==> config.mk <==
export PLATFORM = sky130hd
export DESIGN_NAME = length_prefixed_frame_receiver_unit
export DESIGN_NICKNAME = d
export VERILOG_FILES = /design/src/hdl/lpfr_pkg.sv /design/src/hdl/lpfr_front.sv /design/src/hdl/lpfr_queue.sv /design/src/hdl/lpfr_back.sv /design/src/hdl/length_prefixed_frame_receiver_unit.sv
export SDC_FILE = /design/constraint.sdc
export NUM_CORES = 1
export LEC_CHECK = 0
export BUFFER_PORTS_ARGS = -buffer_cell sky130_fd_sc_hd__buf_2
export CAP_MARGIN = 10
export CORE_MARGIN = 2
export CORE_UTILIZATION = 67
export CTS_CLUSTER_SIZE = 12
export DETAILED_ROUTE_END_ITERATION = 10
export PLACE_DENSITY = 0.87
export SYNTH_ARGS = -nofsm -noshare
export SYNTH_HDL_FRONTEND = slang
export SYNTH_SLANG_ARGS = --single-unit
==> constraint.sdc <==
create_clock -name clk -period 12.2 [get_ports clk]
set_input_delay 1.83 -clock clk [delete_from_list [all_inputs] [get_ports clk]]
set_output_delay 1.83 -clock clk [all_outputs]
set_load 0.01 [all_outputs]
==> src/hdl/lpfr_pkg.sv <==
// Package: shared constants, types and register indexes of the frame receiver.
`timescale 1ns / 1ps
`default_nettype none

package lpfr_pkg;

    // Length prefix: number of bytes, least significant first
    localparam int LEN_BYTES = 8;
    localparam int LEN_CNT_W = $clog2(LEN_BYTES + 1);
    localparam int POS_W     = (LEN_BYTES > 1) ? $clog2(LEN_BYTES) : 1;
    localparam int REM_W     = 8 * LEN_BYTES;

    // Result kinds
    localparam logic KIND_REPLY   = 1'b0;
    localparam logic KIND_PAYLOAD = 1'b1;

    // Configuration register indexes
    localparam int CFG_IDX_W = 2;
    localparam logic [CFG_IDX_W-1:0] CFG_START = 2'd0;
    localparam logic [CFG_IDX_W-1:0] CFG_ACK   = 2'd1;
    localparam logic [CFG_IDX_W-1:0] CFG_NACK  = 2'd2;

    // Configuration reset values
    localparam logic [7:0] START_RESET = 8'd1;
    localparam logic [7:0] ACK_RESET   = 8'd6;
    localparam logic [7:0] NACK_RESET  = 8'd21;

    // Result queue between front and back
    localparam int QUEUE_DEPTH = 2;
    localparam int QPTR_W      = (QUEUE_DEPTH > 1) ? $clog2(QUEUE_DEPTH) : 1;
    localparam int QCNT_W      = $clog2(QUEUE_DEPTH + 1);

    // One result item
    typedef struct packed {
        logic       kind;
        logic [7:0] data;
        logic       frame_end;
    } lpfr_item_t;

    // Push request from the front into the queue
    typedef struct packed {
        logic       valid;
        lpfr_item_t item;
    } lpfr_push_t;

    // Queue occupancy status
    typedef struct packed {
        logic full;
        logic empty;
    } lpfr_qstat_t;

endpackage

`default_nettype wire

==> src/hdl/lpfr_front.sv <==
// Front part: accepts link bytes, tracks the frame phase and builds result items.
`timescale 1ns / 1ps
`default_nettype none

module lpfr_front (
    input  wire logic                          clk,
    input  wire logic                          rst_n,
    input  wire logic                          in_valid,
    output logic                               in_stall,
    input  wire logic [7:0]                    data_byte,
    input  wire logic                          cfg_valid,
    output logic                               cfg_ready,
    input  wire logic [lpfr_pkg::CFG_IDX_W-1:0] cfg_index,
    input  wire logic [7:0]                    cfg_data,
    input  wire lpfr_pkg::lpfr_qstat_t         qstat,
    output lpfr_pkg::lpfr_push_t               push
);
    import lpfr_pkg::*;

    // Phase codes
    localparam logic [1:0] PH_IDLE = 2'd0;
    localparam logic [1:0] PH_LEN  = 2'd1;
    localparam logic [1:0] PH_DATA = 2'd2;

    logic [1:0]           phase_reg, phase_next;
    logic [LEN_CNT_W-1:0] len_left_reg, len_left_next;
    logic [REM_W-1:0]     remaining_reg, remaining_next;
    logic [7:0]           start_code_reg, ack_code_reg, nack_code_reg;

    logic                 accept;
    logic [POS_W-1:0]     pos;
    logic [REM_W-1:0]     rem_or;
    logic                 last;
    lpfr_item_t           item;
    logic                 produce;

    // Configuration writes are always taken
    assign cfg_ready = 1'b1;

    always_ff @(posedge clk or negedge rst_n)
    begin
        if (!rst_n)
        begin
            start_code_reg <= START_RESET;
            ack_code_reg   <= ACK_RESET;
            nack_code_reg  <= NACK_RESET;
        end
        else if (cfg_valid && cfg_ready)
        begin
            case (cfg_index)
                CFG_START: start_code_reg <= cfg_data;
                CFG_ACK:   ack_code_reg   <= cfg_data;
                CFG_NACK:  nack_code_reg  <= cfg_data;
                default:   ;
            endcase
        end
    end

    // Stall only while the queue has no room
    assign in_stall = qstat.full;
    assign accept   = in_valid && !in_stall;

    // Byte position of the next length byte
    assign pos = POS_W'(LEN_CNT_W'(LEN_BYTES) - len_left_reg);

    always_comb
    begin
        rem_or = remaining_reg;
        rem_or[{pos, 3'b000} +: 8] = remaining_reg[{pos, 3'b000} +: 8] | data_byte;
    end

    assign last = (remaining_reg <= REM_W'(1));

    // Phase update and result item
    always_comb
    begin
        phase_next     = phase_reg;
        len_left_next  = len_left_reg;
        remaining_next = remaining_reg;
        item.kind      = KIND_REPLY;
        item.data      = nack_code_reg;
        item.frame_end = 1'b0;
        produce        = 1'b1;
        case (phase_reg)
            PH_LEN:
            begin
                produce        = 1'b0;
                remaining_next = rem_or;
                len_left_next  = len_left_reg - LEN_CNT_W'(1);
                if (len_left_next == '0)
                begin
                    phase_next = (rem_or == '0) ? PH_IDLE : PH_DATA;
                end
            end
            PH_DATA:
            begin
                item.kind      = KIND_PAYLOAD;
                item.data      = data_byte;
                item.frame_end = last;
                remaining_next = last ? '0 : remaining_reg - REM_W'(1);
                if (last)
                begin
                    phase_next = PH_IDLE;
                end
            end
            default:
            begin
                // Idle, and the unused phase code
                if (data_byte == start_code_reg)
                begin
                    phase_next     = PH_LEN;
                    len_left_next  = LEN_CNT_W'(LEN_BYTES);
                    remaining_next = '0;
                    item.data      = ack_code_reg;
                end
                else
                begin
                    phase_next = PH_IDLE;
                end
            end
        endcase
    end

    assign push.valid = accept && produce;
    assign push.item  = item;

    always_ff @(posedge clk or negedge rst_n)
    begin
        if (!rst_n)
        begin
            phase_reg     <= PH_IDLE;
            len_left_reg  <= '0;
            remaining_reg <= '0;
        end
        else if (accept)
        begin
            phase_reg     <= phase_next;
            len_left_reg  <= len_left_next;
            remaining_reg <= remaining_next;
        end
    end

    // Length bytes never give a result
    a_len_silent: assert property (@(posedge clk) disable iff (!rst_n)
        (accept && phase_reg == PH_LEN) |-> !push.valid)
        else $error("result produced for a length byte");

    // The payload phase is only entered with bytes still to come
    a_data_nonzero: assert property (@(posedge clk) disable iff (!rst_n)
        (phase_reg == PH_DATA) |-> (remaining_reg != '0))
        else $error("payload phase with zero bytes remaining");

    // Length collection always has a byte outstanding
    a_len_count: assert property (@(posedge clk) disable iff (!rst_n)
        (phase_reg == PH_LEN) |-> (len_left_reg != '0))
        else $error("length phase with no length bytes left");

endmodule

`default_nettype wire

==> src/hdl/lpfr_queue.sv <==
// Short result queue between the front and the back of the frame receiver.
`timescale 1ns / 1ps
`default_nettype none

module lpfr_queue (
    input  wire logic                 clk,
    input  wire logic                 rst_n,
    input  wire lpfr_pkg::lpfr_push_t push,
    input  wire logic                 pop,
    output lpfr_pkg::lpfr_item_t      head,
    output lpfr_pkg::lpfr_qstat_t     qstat
);
    import lpfr_pkg::*;

    lpfr_item_t        entry_reg [QUEUE_DEPTH];
    logic [QPTR_W-1:0] wr_ptr_reg, wr_ptr_next;
    logic [QPTR_W-1:0] rd_ptr_reg, rd_ptr_next;
    logic [QCNT_W-1:0] count_reg, count_next;
    logic              do_push, do_pop;

    assign qstat.full  = (count_reg == QCNT_W'(QUEUE_DEPTH));
    assign qstat.empty = (count_reg == '0);
    assign do_push     = push.valid && !qstat.full;
    assign do_pop      = pop && !qstat.empty;
    assign head        = entry_reg[rd_ptr_reg];

    // Pointer wrap and occupancy count
    always_comb
    begin
        wr_ptr_next = wr_ptr_reg;
        rd_ptr_next = rd_ptr_reg;
        if (do_push)
        begin
            wr_ptr_next = (wr_ptr_reg == QPTR_W'(QUEUE_DEPTH - 1)) ? '0
                                                                  : wr_ptr_reg + QPTR_W'(1);
        end
        if (do_pop)
        begin
            rd_ptr_next = (rd_ptr_reg == QPTR_W'(QUEUE_DEPTH - 1)) ? '0
                                                                  : rd_ptr_reg + QPTR_W'(1);
        end
        count_next = count_reg + QCNT_W'(do_push) - QCNT_W'(do_pop);
    end

    always_ff @(posedge clk or negedge rst_n)
    begin
        if (!rst_n)
        begin
            wr_ptr_reg <= '0;
            rd_ptr_reg <= '0;
            count_reg  <= '0;
        end
        else
        begin
            wr_ptr_reg <= wr_ptr_next;
            rd_ptr_reg <= rd_ptr_next;
            count_reg  <= count_next;
        end
    end

    // Entry storage
    always_ff @(posedge clk)
    begin
        if (do_push)
        begin
            entry_reg[wr_ptr_reg] <= push.item;
        end
    end

    // The front never pushes into a full queue
    a_no_overflow: assert property (@(posedge clk) disable iff (!rst_n)
        push.valid |-> !qstat.full)
        else $error("push into a full queue");

    // Occupancy stays within the queue depth
    a_count_range: assert property (@(posedge clk) disable iff (!rst_n)
        count_reg <= QCNT_W'(QUEUE_DEPTH))
        else $error("queue count beyond depth");

    // Pointers agree with the count
    a_ptr_match: assert property (@(posedge clk) disable iff (!rst_n)
        (count_reg == '0) |-> (wr_ptr_reg == rd_ptr_reg))
        else $error("empty queue with differing pointers");

endmodule

`default_nettype wire

==> src/hdl/lpfr_back.sv <==
// Back part: moves queued items into the output register and hands them out.
`timescale 1ns / 1ps
`default_nettype none

module lpfr_back (
    input  wire logic                  clk,
    input  wire logic                  rst_n,
    input  wire lpfr_pkg::lpfr_qstat_t qstat,
    input  wire lpfr_pkg::lpfr_item_t  head,
    output logic                       pop,
    output logic                       out_valid,
    input  wire logic                  out_stall,
    output logic                       kind,
    output logic [7:0]                 out_byte,
    output logic                       frame_end
);
    import lpfr_pkg::*;

    logic       out_valid_reg, out_valid_next;
    lpfr_item_t out_item_reg;
    logic       load;

    // Refill whenever the output register is free or being taken
    assign load = !qstat.empty && (!out_valid_reg || !out_stall);
    assign pop  = load;

    always_comb
    begin
        out_valid_next = out_valid_reg;
        if (load)
        begin
            out_valid_next = 1'b1;
        end
        else if (!out_stall)
        begin
            out_valid_next = 1'b0;
        end
    end

    always_ff @(posedge clk or negedge rst_n)
    begin
        if (!rst_n)
        begin
            out_valid_reg <= 1'b0;
        end
        else
        begin
            out_valid_reg <= out_valid_next;
        end
    end

    always_ff @(posedge clk)
    begin
        if (load)
        begin
            out_item_reg <= head;
        end
    end

    assign out_valid = out_valid_reg;
    assign kind      = out_item_reg.kind;
    assign out_byte  = out_item_reg.data;
    assign frame_end = out_item_reg.frame_end;

    // A waiting item is refilled into the register as soon as it drains
    a_refill: assert property (@(posedge clk) disable iff (!rst_n)
        (!qstat.empty && !out_valid_reg) |=> out_valid_reg)
        else $error("queued item not moved to output");

endmodule

`default_nettype wire

==> src/hdl/length_prefixed_frame_receiver_unit.sv <==
// Top level: length-prefixed frame receiver, front, queue and back connected.
`timescale 1ns / 1ps
`default_nettype none

// Takes one link byte per cycle unless stalled. In idle each byte gets a
// reply item: the ack code if it matches the start code (opening a frame),
// otherwise the nack code. The next eight bytes form the payload length,
// least significant first, and give no item. Each following payload byte is
// passed out with kind set and frame_end on the last one; a zero length
// returns straight to idle. Sustained rate is one byte per cycle while the
// queue has room, set by the phase update in the front (one 64-bit decrement
// and compare). Results pass a queue entry, then the output register; a
// two-entry queue and the output register absorb output stalls, and the
// input stalls only when that queue is full. Codes are written through the
// configuration port (index 0 start, 1 ack, 2 nack) and are taken at once.
module length_prefixed_frame_receiver_unit (
    input  wire logic                          clk,
    input  wire logic                          rst_n,
    input  wire logic                          in_valid,
    output logic                               in_stall,
    input  wire logic [7:0]                    data_byte,
    output logic                               out_valid,
    input  wire logic                          out_stall,
    output logic                               kind,
    output logic [7:0]                         out_byte,
    output logic                               frame_end,
    input  wire logic                          cfg_valid,
    output logic                               cfg_ready,
    input  wire logic [lpfr_pkg::CFG_IDX_W-1:0] cfg_index,
    input  wire logic [7:0]                    cfg_data
);
    import lpfr_pkg::*;

    lpfr_push_t  push;
    lpfr_qstat_t qstat;
    lpfr_item_t  head;
    logic        pop;

    lpfr_front u_front (
        .clk       (clk),
        .rst_n     (rst_n),
        .in_valid  (in_valid),
        .in_stall  (in_stall),
        .data_byte (data_byte),
        .cfg_valid (cfg_valid),
        .cfg_ready (cfg_ready),
        .cfg_index (cfg_index),
        .cfg_data  (cfg_data),
        .qstat     (qstat),
        .push      (push)
    );

    lpfr_queue u_queue (
        .clk   (clk),
        .rst_n (rst_n),
        .push  (push),
        .pop   (pop),
        .head  (head),
        .qstat (qstat)
    );

    lpfr_back u_back (
        .clk       (clk),
        .rst_n     (rst_n),
        .qstat     (qstat),
        .head      (head),
        .pop       (pop),
        .out_valid (out_valid),
        .out_stall (out_stall),
        .kind      (kind),
        .out_byte  (out_byte),
        .frame_end (frame_end)
    );

endmodule

`default_nettype wire
==> impl_metrics.json <==
{
  "avgSynthCellArea_um2": 8.815,
  "ys_warn_count": 0,
  "required_ns": 12.49,
  "synthCells": 1036,
  "route.vias.total": 9189,
  "grt_max_degree": 63,
  "routabilityCongestion": 1.136,
  "finalHoldViolCount": 0,
  "hold_buffers": 0,
  "dr.pass1.iters": 6,
  "wl_um": 32710,
  "fillers": 968,
  "ios": 36,
  "num_rows": 42,
  "slew_headroom_pct": 14.97,
  "cts_resized": 0,
  "cts_setup_buffers": 0,
  "max-vdd-ir-drop_v": 0.0002020,
  "grt_pass1_vias": 8674,
  "crit_fanout": 44,
  "seq_power_share_pct": 25.2,
  "die-area_um2": 14580,
  "cap_violations": 0,
  "crit_arrival_ns": 6.23,
  "cts_sinks": 129,
  "place_area_um2": 9365,
  "setup_viol": 0,
  "syn2layout_area_growth_pct": 9.303,
  "final_area_um2": 9982,
  "worstSetupPathType": "reg2reg",
  "cp_slowest_cell": "xnor2_4",
  "start_util_pct": 68.69,
  "netlist_area_um2": 9133,
  "power.net_switching_mw": 1.289,
  "dieHeight_um": 120.8,
  "drtAntennaViolNets": 0,
  "cts_root_buf": "clkbuf_16",
  "timing.final.ws_setup_ns": 6.263,
  "dp_slack_ns": 6.509,
  "period_minus_slack_ns": 5.937,
  "period_share_pct": 48.66,
  "clk_pin_slew_worst_paths_ns": 0.06,
  "wl_per_cell_um": 26.68,
  "p_sw_share_pct": 48.64,
  "yosysSeqAreaShare_pct": 37.07,
  "status": "finished clean",
  "portBuffers": 34,
  "synth-seq-cells": 129,
  "syn_nets": 1072,
  "tightest_slew_ns": 1.264,
  "hpwl_um": 22750,
  "fin_tns_setup_ns": 0,
  "combPwrFrac_pct": 54.7,
  "cts_tree": "yes",
  "synth_edf_count": 30,
  "drt_iter0_drc": 1635,
  "cts.path.max_buffers": 2,
  "grt_pass1_wl_um": 50290,
  "numCtsBuffers": 17,
  "drive_above_1_share_pct": 16.79,
  "fmax_ghz": 0.1684,
  "grt_use_total_pct": 46.40,
  "end_kind": "register",
  "p_int_mw": 1.361,
  "grt_antenna_before_repair": 2,
  "die_w_um": 120.8,
  "yosysUniqueCellTypes": 80,
  "cp-start-kind": "register",
  "crit_chain": "buf_4 -> clkinv_1 -> ha_1 -> xnor2_4 -> clkinv_1 -> ha_1 -> inv_1 -> and4_1 -> mux2i_1 -> nor4b_1 -> nand4b_1 -> nor3_1 -> and4b_1 -> a31oi_1",
  "overflow": 0,
  "coreArea_um2": 13300,
  "p_leak_nw": 3.898,
  "slew_viol_final": 0,
  "synthFlopType": "dfrtp_1",
  "min_path_type": "reg2reg",
  "largest_reg_flops": 64,
  "rsz0062_at_grt": "false",
  "route.detailed.drc": 0,
  "viasPerCell": 7.495,
  "cts_max_level": 4,
  "layout.nets": 1071,
  "clockPowerShare_pct": 20.0,
  "clock_skew_ns": 0.009830,
  "powerDensity_nw_per_um2": 265.5,
  "async_flop_share_pct": 76.74,
  "insertion_delay_ns": 0.44,
  "critPathMaxStageDelay_ns": 0.76
}
[through the flow]
step                power (mW)  util, %  cells  hold WS [ns]
floorplan                1.618        -   1036        0.4561
global placement         2.016    70.44   1191        0.4678
detailed placement       2.037    70.44   1191        0.4845
CTS                      2.578    75.00   1223        0.4970
global route             2.753    75.04   1224        0.5190
finish                   2.650    75.08   1226        0.5011
[power groups by stage]
| stage | logic, mW | registers (mW) | clock network (mW) |
|---|---|---|---|
| floorplan | 0.994 | 0.624 | 0 |
| global placement | 1.35 | 0.661 | 0 |
| detailed placement | 1.37 | 0.667 | 0 |
| CTS | 1.39 | 0.661 | 0.530 |
| global route | 1.53 | 0.674 | 0.549 |
| finish | 1.45 | 0.669 | 0.531 |
[synth_stat cells, types with 10 or more instances]
library cell / number / area (um2)
o21ai_0: 132 / 660.6
nor2_1: 105 / 394.1
dfrtp_1: 93 / 2327
nand2_1: 91 / 341.6
a21oi_1: 72 / 360.4
clkbuf_1: 47 / 176.4
nor3_1: 46 / 230.2
mux2_2: 34 / 382.9
edfxtp_1: 30 / 900.9
a22oi_1: 25 / 187.7
inv_1: 24 / 90.09
mux4_2: 22 / 495.5
xnor2_1: 17 / 148.9
o31ai_1: 16 / 120.1
nor4_1: 15 / 93.84
and3_1: 14 / 87.58
ha_1: 13 / 162.7
mux2i_1: 13 / 130.1
buf_2: 12 / 60.06
a32oi_1: 11 / 96.34
nand2b_1: 11 / 68.82
nand3_1: 11 / 55.05
a31oi_1: 10 / 62.56
o22ai_1: 10 / 62.56
or3_1: 10 / 62.56
[cells in the final DEF, fill, tap and decap left out, drive strengths merged, types with 4 or more instances in the layout]
cell type	count
a211oi	5
a21o	5
a21oi	72
a221o	8
a22oi	25
a2bb2oi	5
a31oi	10
a32oi	11
and2	7
and3	14
buf	53
clkbuf	21
clkinv	6
dfrtp	93
dfstp	6
edfxtp	30
ha	13
inv	26
mux2	34
mux2i	13
mux4	22
nand2	92
nand2b	11
nand3	11
nand4	10
nor2	105
nor2b	9
nor3	50
nor4	17
o21ai	135
o22ai	12
o311ai	4
o31ai	17
or2	9
or3	11
or4	7
xnor2	18
xor2	6
[worst paths after layout]
path	slack, ns	end	start	depth (start not counted)
setup / recovery	6.26	u_front.phase_reg[1]$_DFFE_PN0P_	u_front.len_left_reg[0]$_DFFE_PN0P_	14
hold reg to reg	0.50	u_front.nack_code_reg[7]$_DFFE_PN0P_	u_front.nack_code_reg[7]$_DFFE_PN0P_	1
hold / removal	0.50	u_front.nack_code_reg[7]$_DFFE_PN0P_	u_front.nack_code_reg[7]$_DFFE_PN0P_	1
setup reg to reg	6.26	u_front.phase_reg[1]$_DFFE_PN0P_	u_front.len_left_reg[0]$_DFFE_PN0P_	14
max in group asynchronous	9.70	u_front.start_code_reg[2]$_DFFE_PN0P_	rst_n	2
min in group asynchronous	1.41	u_front.remaining_reg[52]$_DFFE_PN0P_	rst_n	1
[per-layer routing]
metal	share of wire [%]	track usage, %	vias to the layer above
li1	-	-	3879
met2	42	65.50	857
met4	6.4	25.65	0
met1	37	63.86	4272
met5	0	0	-
met3	15	13.96	181
[kinds of logic (layout without fill, tap and decap cells)]
group	count (synthesis)	count (layout)	share of synthesized area [%]
compound gates	333	333	22.62
buf+inv	99	111	4.645
mux	69	69	11.04
other cells	1	3	0.04106
simple gates	368	368	20.29
xor+xnor	24	24	2.507
fa+ha+maj	13	13	1.781
flops	129	129	37.07
[worst max-delay path: cells and delay by family, from the launching register on]
| kind | cells | cell delay [ns] |
|---|---|---|
| fa+ha+maj | 2 | 1.05 |
| compound gates | 1 | 0.07 |
| buf+inv | 4 | 1.89 |
| mux | 1 | 0.19 |
| xor+xnor | 1 | 0.76 |
| simple gates | 5 | 1.48 |
| flops | 1 | 0.33 |
[final cells by class]
class | instances | area, um2 | area share, %
inverters | 26 | 97.59 | 0.9777
well taps | 176 | 220.2 | 2.206
flip-flops and latches | 129 | 3386 | 33.92
diodes | 2 | 5.005 | 0.05014
clock inverters | 11 | 156.4 | 1.567
multi-input cells | 808 | 5354 | 53.63
clock buffers | 21 | 450.4 | 4.512
repair buffers | 53 | 312.8 | 3.134
Power figures use the tool's default switching activity.
